## config.mk

```make
export PLATFORM = sky130hd
export DESIGN_NAME = task_slot_round_robin_dispatcher_top
export DESIGN_NICKNAME = d
export VERILOG_FILES = /design/src/rtl/tsrrd_pkg.sv /design/src/rtl/tsrrd_cell.sv /design/src/rtl/task_slot_round_robin_dispatcher_top.sv
export SDC_FILE = /design/constraint.sdc
export NUM_CORES = 1
export LEC_CHECK = 0
export BUFFER_PORTS_ARGS = -buffer_cell sky130_fd_sc_hd__clkbuf_2
export CAP_MARGIN = 5
export CORE_ASPECT_RATIO = 1.75
export CORE_MARGIN = 2
export CORE_UTILIZATION = 60
export DETAILED_ROUTE_END_ITERATION = 8
export PLACE_DENSITY = 0.74
export SLEW_MARGIN = 10
export SYNTH_ARGS = -nofsm -noshare
export SYNTH_HDL_FRONTEND = slang
export SYNTH_HIERARCHICAL = 1
export SYNTH_SLANG_ARGS = --single-unit
```

## constraint.sdc

```tcl
create_clock -name clock -period 3.8 [get_ports clock]
set_input_delay 0.76 -clock clock [delete_from_list [all_inputs] [get_ports clock]]
set_output_delay 0.76 -clock clock [all_outputs]
set_load 0.02 [all_outputs]
```

## src/rtl/tsrrd_pkg.sv

```systemverilog
// Shared types and constants for the task slot round robin dispatcher.
// No dependencies; used by tsrrd_cell and the top level.
`default_nettype none

package tsrrd_pkg;

   localparam int SLOT_COUNT_DEF = 8;
   // Occupied-slot counter keeps full 32-bit range (adds of task 0 can exceed the slot count)
   localparam int COUNT_W = 32;

   localparam logic [2:0] FUNC_ADD    = 3'd0;
   localparam logic [2:0] FUNC_REMOVE = 3'd1;
   localparam logic [2:0] FUNC_TICK   = 3'd2;
   localparam logic [2:0] FUNC_CLEAR  = 3'd3;
   localparam logic [2:0] FUNC_SETREF = 3'd4;

   typedef struct packed {
      logic [7:0] task_id;
      logic       hidden;
      logic [7:0] parent_id;
   } entry_type;

   typedef struct packed {
      logic [2:0] func;
      logic [7:0] task_id;
      logic [7:0] parent_id;
      logic       start_hidden;
      logic [2:0] slot;
      logic       task_done;
      logic       refresh_value;
   } req_type;

   typedef struct packed {
      logic       rejected;
      logic [3:0] index;
      logic       dispatched;
      logic [7:0] dispatched_task;
      logic [3:0] live_count;
      logic       refresh_out;
   } rsp_type;

endpackage

`default_nettype wire

```

## src/rtl/tsrrd_cell.sv

```systemverilog
// One slot of the rotating slot ring: holds an entry and takes its neighbor's on shift.
// Depends on tsrrd_pkg.
`default_nettype none

module tsrrd_cell (
   input  wire logic                clock,
   input  wire logic                reset,
   input  wire logic                shift,
   input  wire tsrrd_pkg::entry_type d,
   output tsrrd_pkg::entry_type     q
);

   tsrrd_pkg::entry_type entry_ff;
   tsrrd_pkg::entry_type entry_in;

   always_comb begin
      entry_in = entry_ff;
      if (shift) begin
         entry_in = d;
      end
   end

   always_ff @(posedge clock) begin
      if (reset) begin
         entry_ff <= '0;
      end else begin
         entry_ff <= entry_in;
      end
   end

   assign q = entry_ff;

endmodule

`default_nettype wire

```

## src/rtl/task_slot_round_robin_dispatcher_top.sv

```systemverilog
// Top level of the task slot round robin dispatcher: slot ring, sequencer, result register.
// Depends on tsrrd_pkg and tsrrd_cell.
//
//   channel | ports                               | dir | carries
//   --------+-------------------------------------+-----+--------------------------
//   request | req_valid, req_stall, req_payload   | in  | tsrrd_pkg::req_type
//   result  | rsp_valid, rsp_stall, rsp_payload   | out | tsrrd_pkg::rsp_type
//
// Each request passes through the slot ring twice: the ring rotates once to look
// (first free slot, selected slot) and once more to write back changes at the head.
// Synchronous reset empties every slot and zeroes count, scan pointer and refresh flag.
// A new request is taken while an earlier result still waits in the output register;
// a stalled result holds the sequencer in its last step until it is taken.
`default_nettype none

module task_slot_round_robin_dispatcher_top #(
   parameter int SLOT_COUNT = tsrrd_pkg::SLOT_COUNT_DEF
) (
   input  wire logic              clock,
   input  wire logic              reset,
   input  wire logic              req_valid,
   output logic                   req_stall,
   input  wire tsrrd_pkg::req_type req_payload,
   output logic                   rsp_valid,
   input  wire logic              rsp_stall,
   output tsrrd_pkg::rsp_type     rsp_payload
);

   localparam int IDX_W = $clog2(SLOT_COUNT);
   localparam logic [IDX_W-1:0] LAST = IDX_W'(SLOT_COUNT - 1);

   typedef enum logic [3:0] {
      ST_IDLE  = 4'b0001,
      ST_SCAN  = 4'b0010,
      ST_APPLY = 4'b0100,
      ST_DONE  = 4'b1000
   } state_type;

   state_type                       state_ff, state_in;
   logic [IDX_W-1:0]                pos_ff, pos_in, pos_next;
   tsrrd_pkg::req_type              req_ff, req_in;
   logic                            free_found_ff, free_found_in;
   logic [IDX_W-1:0]                free_at_ff, free_at_in;
   tsrrd_pkg::entry_type            sel_ff, sel_in;
   logic [IDX_W-1:0]                tgt_ff, tgt_in;
   logic                            mark_ff, mark_in;
   logic [tsrrd_pkg::COUNT_W-1:0]   live_ff, live_in, live_next;
   logic [IDX_W-1:0]                ptr_ff, ptr_in, ptr_next, tick_next;
   logic                            refresh_ff, refresh_in, refresh_next;
   logic                            rsp_valid_ff, rsp_valid_in;
   tsrrd_pkg::rsp_type              rsp_ff, rsp_in, result;

   tsrrd_pkg::entry_type            ring_q [SLOT_COUNT];
   tsrrd_pkg::entry_type            head, head_wb;
   logic                            shift;
   logic                            is_add, is_rm, is_tick, is_clr, is_setref;
   logic                            rm_in_range, tick_free, do_free, tick_disp;

   // ---------------- slot ring: cell 0 is the head, data moves toward it
   assign shift = (state_ff == ST_SCAN) || (state_ff == ST_APPLY);
   assign head  = ring_q[0];

   for (genvar g = 0; g < SLOT_COUNT; g++) begin : g_cell
      tsrrd_pkg::entry_type cell_d;
      if (g == SLOT_COUNT - 1) begin : g_tail
         assign cell_d = head_wb;
      end else begin : g_mid
         assign cell_d = ring_q[g+1];
      end
      tsrrd_cell u_cell (
         .clock (clock),
         .reset (reset),
         .shift (shift),
         .d     (cell_d),
         .q     (ring_q[g])
      );
   end

   // ---------------- decode of the held request
   assign is_add    = (req_ff.func == tsrrd_pkg::FUNC_ADD);
   assign is_rm     = (req_ff.func == tsrrd_pkg::FUNC_REMOVE);
   assign is_tick   = (req_ff.func == tsrrd_pkg::FUNC_TICK);
   assign is_clr    = (req_ff.func == tsrrd_pkg::FUNC_CLEAR);
   assign is_setref = (req_ff.func == tsrrd_pkg::FUNC_SETREF);

   assign rm_in_range = ({29'd0, req_ff.slot} < 32'(SLOT_COUNT));
   assign tick_disp   = (sel_ff.task_id != 8'd0) && !sel_ff.hidden;
   assign tick_free   = tick_disp && req_ff.task_done;
   assign do_free     = (is_rm && rm_in_range) || (is_tick && tick_free);
   assign tick_next   = (ptr_ff == LAST) ? '0 : ptr_ff + 1'b1;
   assign pos_next    = (pos_ff == LAST) ? '0 : pos_ff + 1'b1;

   // ---------------- head write-back during the second rotation
   always_comb begin
      head_wb = head;
      mark_in = mark_ff;
      if (state_ff == ST_IDLE) begin
         mark_in = 1'b0;
      end else if (state_ff == ST_APPLY) begin
         if (is_add && free_found_ff) begin
            // hide the first visible slot running the parent
            if ((req_ff.parent_id != 8'd0) && !mark_ff &&
                (head.task_id == req_ff.parent_id) && !head.hidden) begin
               head_wb.hidden = 1'b1;
               mark_in        = 1'b1;
            end
            if (pos_ff == free_at_ff) begin
               head_wb.task_id   = req_ff.task_id;
               head_wb.hidden    = req_ff.start_hidden;
               head_wb.parent_id = req_ff.parent_id;
            end
         end else if (do_free) begin
            // show the first hidden slot running the freed slot's parent, then free it
            if ((sel_ff.parent_id != 8'd0) && !mark_ff &&
                (head.task_id == sel_ff.parent_id) && head.hidden) begin
               head_wb.hidden = 1'b0;
               mark_in        = 1'b1;
            end
            if (pos_ff == tgt_ff) begin
               head_wb.task_id = 8'd0;
            end
         end else if (is_clr) begin
            head_wb.task_id = 8'd0;
            head_wb.hidden  = 1'b0;
         end
      end
   end

   // ---------------- result and scalar state after the request
   always_comb begin
      live_next    = live_ff;
      ptr_next     = ptr_ff;
      refresh_next = refresh_ff;
      result       = '0;
      if (is_add && free_found_ff) begin
         live_next = live_ff + 1'b1;
      end else if (do_free && (live_ff != '0)) begin
         live_next = live_ff - 1'b1;
      end else if (is_clr) begin
         live_next = '0;
      end
      if (is_tick) begin
         ptr_next = tick_next;
      end else if (is_clr) begin
         ptr_next = '0;
      end
      if (is_tick && tick_free) begin
         refresh_next = 1'b1;
      end else if (is_setref) begin
         refresh_next = req_ff.refresh_value;
      end

      result.rejected = (is_add && !free_found_ff) ||
                        (is_tick && (sel_ff.task_id == 8'd0) && (ptr_ff == LAST));
      if (is_add && free_found_ff) begin
         result.index = 4'(free_at_ff);
      end else if (is_rm) begin
         result.index = {1'b0, req_ff.slot};
      end else if (is_tick) begin
         result.index = 4'(tick_next);
      end else if (is_clr) begin
         result.index = 4'(SLOT_COUNT);
      end
      result.dispatched      = is_tick && tick_disp;
      result.dispatched_task = (is_tick && tick_disp) ? sel_ff.task_id : 8'd0;
      result.live_count      = live_next[3:0];
      result.refresh_out     = refresh_next;
   end

   // ---------------- sequencer
   always_comb begin
      state_in      = state_ff;
      pos_in        = pos_ff;
      req_in        = req_ff;
      free_found_in = free_found_ff;
      free_at_in    = free_at_ff;
      sel_in        = sel_ff;
      tgt_in        = tgt_ff;
      live_in       = live_ff;
      ptr_in        = ptr_ff;
      refresh_in    = refresh_ff;
      rsp_in        = rsp_ff;
      rsp_valid_in  = rsp_valid_ff;
      if (rsp_valid_ff && !rsp_stall) begin
         rsp_valid_in = 1'b0;
      end
      unique case (state_ff)
         ST_IDLE: begin
            if (req_valid) begin
               req_in        = req_payload;
               pos_in        = '0;
               free_found_in = 1'b0;
               free_at_in    = '0;
               tgt_in        = (req_payload.func == tsrrd_pkg::FUNC_TICK) ?
                               ptr_ff : IDX_W'(req_payload.slot);
               state_in      = ST_SCAN;
            end
         end
         ST_SCAN: begin
            pos_in = pos_next;
            if (!free_found_ff && (head.task_id == 8'd0)) begin
               free_found_in = 1'b1;
               free_at_in    = pos_ff;
            end
            if (pos_ff == tgt_ff) begin
               sel_in = head;
            end
            if (pos_ff == LAST) begin
               state_in = ST_APPLY;
            end
         end
         ST_APPLY: begin
            pos_in = pos_next;
            if (pos_ff == LAST) begin
               state_in = ST_DONE;
            end
         end
         ST_DONE: begin
            if (!rsp_valid_ff || !rsp_stall) begin
               rsp_in       = result;
               rsp_valid_in = 1'b1;
               live_in      = live_next;
               ptr_in       = ptr_next;
               refresh_in   = refresh_next;
               state_in     = ST_IDLE;
            end
         end
         default: begin
            state_in = ST_IDLE;
         end
      endcase
   end

   always_ff @(posedge clock) begin
      if (reset) begin
         state_ff     <= ST_IDLE;
         live_ff      <= '0;
         ptr_ff       <= '0;
         refresh_ff   <= 1'b0;
         rsp_valid_ff <= 1'b0;
      end else begin
         state_ff     <= state_in;
         live_ff      <= live_in;
         ptr_ff       <= ptr_in;
         refresh_ff   <= refresh_in;
         rsp_valid_ff <= rsp_valid_in;
      end
   end

   always_ff @(posedge clock) begin
      pos_ff        <= pos_in;
      req_ff        <= req_in;
      free_found_ff <= free_found_in;
      free_at_ff    <= free_at_in;
      sel_ff        <= sel_in;
      tgt_ff        <= tgt_in;
      mark_ff       <= mark_in;
      rsp_ff        <= rsp_in;
   end

   assign req_stall   = (state_ff != ST_IDLE);
   assign rsp_valid   = rsp_valid_ff;
   assign rsp_payload = rsp_ff;

`ifndef SYNTHESIS
   a_rsp_from_done: assert property (@(posedge clock) disable iff (reset)
      $rose(rsp_valid_ff) |-> $past(state_ff == ST_DONE))
      else $error("result raised outside the final step");

   a_ptr_range: assert property (@(posedge clock) disable iff (reset)
      (32'(ptr_ff) < SLOT_COUNT))
      else $error("scan pointer beyond slot count");

   a_free_in_range: assert property (@(posedge clock) disable iff (reset)
      (state_ff == ST_APPLY) && free_found_ff |-> (32'(free_at_ff) < SLOT_COUNT))
      else $error("free slot index beyond slot count");

   a_scan_to_apply: assert property (@(posedge clock) disable iff (reset)
      (state_ff == ST_SCAN) && (pos_ff == LAST) |=> (state_ff == ST_APPLY) && (pos_ff == '0))
      else $error("ring not realigned after look rotation");
`endif

endmodule

`default_nettype wire

```

==> results.py <==
metrics = {
    "run_status": {
        "status": "completed",
    },
    "drt": {
        "drt_iter0_drc": 424,
        "routedWlPerCell_um": 17.5,
        "drcViolationCount": 0,
        "first_pass_iters": 5,
        "via_count": 7734,
        "ant_nets": 0,
        "routed_wl_um": 23000,
        "detail_route.vias_per_cell": 5.88,
    },
    "hold_path": {
        "min_to": "req_ff[0]",
        "min_path_cells": 1,
        "hold_path_startpoint": "req_payload[0]",
        "hold_class": "input port to flip-flop",
    },
    "yosys": {
        "synth_largest_area_cell": "dfxtp_1",
        "yosysSeqAreaShare": 0.524,
        "synth_cell_types": 66,
        "synth.cell_area_um2": 10900,
        "synth.most_common_cell": "nor2_1",
        "synth_warnings": 6,
        "synth.net_count": 1076,
        "syn_area_per_cell_um2": 10.5,
        "ys_ff_latch": 249,
        "ys.flop_type": "dfxtp_1",
        "synth_edf_count": 71,
        "ys_top_cells_by_count": "195 x nor2_1, 178 x dfxtp_1, 146 x mux2i_1",
        "async_flop_share": 0,
        "synth_cells": 1040,
        "yosys.area.top_type_share": 0.328,
        "synth_area_leaders": "dfxtp_1 33%, edfxtp_1 20%, mux2i_1 13%",
    },
    "sta": {
        "holdWs_ns": 0.432,
        "clock_skew_ns": 0.0115,
        "fmax_mhz": 326,
        "slew_violations": 0,
        "setup_violations": 0,
        "setup_tns_ns": 0,
        "period_minus_slack_ns": 3.07,
        "worst_pin_slew_ns": 0.932,
        "hold_viol_final": 0,
        "slew_headroom": 0.373,
        "post-route-period-util": 0.808,
        "rsz0062_at_grt": "false",
    },
    "floorplanning": {
        "core_um2": 17900,
        "die_w_um": 106,
        "die-area_um2": 19300,
        "die_h_um": 182,
        "io_pins": 50,
        "rows": 65,
        "start_util": 0.608,
    },
    "clock_network": {
        "clock-sinks": 249,
        "ctsResizeCount": 0,
        "clock_latency_ns": 0.50,
        "h-tree-depth": 1,
        "hold_buffers": 0,
        "cts_tree": "built",
        "postCtsSetupRepairBufs": 0,
        "cts.path.max_buffers": 3,
        "root_buffer": "clkbuf_16",
        "numCtsBuffers": 23,
        "clkTransAtPathRegs_ns": 0.06,
    },
    "critical_path": {
        "cpPeakStageDelay_ns": 0.62,
        "regToRegSetupSlack_ns": 0.73,
        "cp.arrival_ns": 3.43,
        "crit_type": "flip-flop to flip-flop",
        "worstSetupStartpointType": "flip-flop",
        "crit_required_ns": 4.16,
        "worstSetupEndpointType": "flip-flop",
        "path_cells": "or4b_1, a21oi_1, a21oi_1, o21ai_0, and3_1, nor2_1, mux2i_1, nor2_1",
        "reg2reg_to": "g_cell[7].u_cell/q[16]",
        "rr_worst_depth": 8,
        "reg2reg_from": "req_ff[22]",
        "critPathMaxFanout": 11,
        "crit_slowest_cell": "a21oi_1",
    },
    "global_route": {
        "grt_pass1_wl_um": 37700,
        "grt_max_degree": 73,
        "top_usage_layer": "met2",
        "grtUsageMet2": 0.467,
        "grt_use_met3": 0.0279,
        "overflow": 0,
        "gr-usage-met1": 0.254,
        "grt_usage": 0.241,
        "antenna_found_initial": 0,
        "grt_pass1_vias": 7692,
    },
    "placed_design": {
        "hpwl_um": 16100,
        "portBuffers": 49,
        "place.gp.congestion": 0.882,
    },
    "finish": {
        "syn2layout_area_growth_pct": 9.51,
        "n_antenna_cell": 0,
        "drive_gt1_frac": 0.121,
        "layout.nets": 1102,
    },
    "job": {
        "drv_cap": 0,
    },
    "power_and_ir_drop": {
        "irDropWorstVdd_uv": 382,
        "p_leak_nw": 4.19,
        "cellPowerDensity_nw_per_um2": 501,
        "total_power_mw": 5.96,
    },
}
## through the flow
step / setup slack (ns) / cells / util / instance area, µm²
after detailed placement: 0.823 / 1275 / 0.623 / 11100
after global placement: 0.920 / 1275 / 0.623 / 11100
after floorplan: 1.09 / 1040 / - / 10900
after CTS: 0.791 / 1316 / 0.666 / 11900
final: 0.729 / 1316 / 0.666 / 11900
after global routing: 0.499 / 1316 / 0.666 / 11900
## worst max-delay path: cells and delay by family, from the launching register on
| kind | cells | cell delay [ns] |
|---|---|---|
| mux | 1 | 0.18 |
| simple gates | 4 | 1.16 |
| flops | 1 | 0.55 |
| compound gates | 3 | 1.05 |
## flip-flops by register name, indices dropped and copies added, names as in the netlist, 4 cells and up
register	count
g_cell.u_cell/q	136
live_ff	32
req_ff	25
rsp_payload	19
sel_ff	17
state_ff	4
## how the worst max path moves through the flow
stage | start | to | slack [ns]
after global routing | req_ff[22] | g_cell[7].u_cell/q[16] | 0.50
after detailed placement | req_ff[22] | g_cell[7].u_cell/q[16] | 0.82
final | req_ff[22] | g_cell[7].u_cell/q[16] | 0.73
after floorplan | state_ff[1] | live_ff[19] | 1.09
after CTS | req_ff[22] | g_cell[7].u_cell/q[16] | 0.79
after global placement | req_ff[22] | live_ff[19] | 0.92
## area by class of cell
| cell class | count | area (µm²) |
|---|---|---|
| clock inverters | 13 | 141 |
| multi-input cells | 707 | 4660 |
| fillers | 1437 | 5980 |
| clock buffers | 28 | 624 |
| inverters | 17 | 68.8 |
| repair buffers | 68 | 428 |
| flip-flops and latches | 249 | 5700 |
| well taps | 234 | 293 |
## placed cells by master, fill, tap and decap left out, drive strengths merged, types with 7 or more instances in the layout
master and count:
mux2 11, buf 20, dfxtp 178, a22oi 8, a31oi 8, and2 16
nor4 25, xor2 22, nand2 34, a21oi 36, nor2 195, nor3 27
o21ai 21, clkbuf 76, inv 17, mux2i 146, nand3 20, nand4 15
ha 7, o211ai 9, or3 15, xnor2 12, clkinv 8, edfxtp 71
## cell families (layout without fill, tap and decap cells)
| logic type | Yosys count | count (layout) | share of synthesized area |
|---|---|---|---|
| multiplexers | 157 | 157 | 0.146 |
| buffers and inverters | 84 | 126 | 0.0486 |
| adder cells (fa/ha/maj) | 7 | 7 | 0.00805 |
| XOR/XNOR | 34 | 34 | 0.0274 |
| AND/OR/NAND/NOR | 389 | 389 | 0.174 |
| AO/OA/AOI/OAI | 120 | 120 | 0.0727 |
| flip-flops | 249 | 249 | 0.524 |
## per-layer routing
metal / vias up / part of all wire
met4: 0 / 0.044
met3: 76 / 0.039
met1: 3681 / 0.37
met5: - / 0
met2: 213 / 0.55
li1: 3764 / -
## report_power, final
group / switching (mW) / total, mW / internal, mW
Clock: 0.957 / 2.33 / 1.37
Combinational: 0.447 / 0.698 / 0.251
Sequential: 0.0904 / 2.94 / 2.85
(Power assumes the default switching activity.)
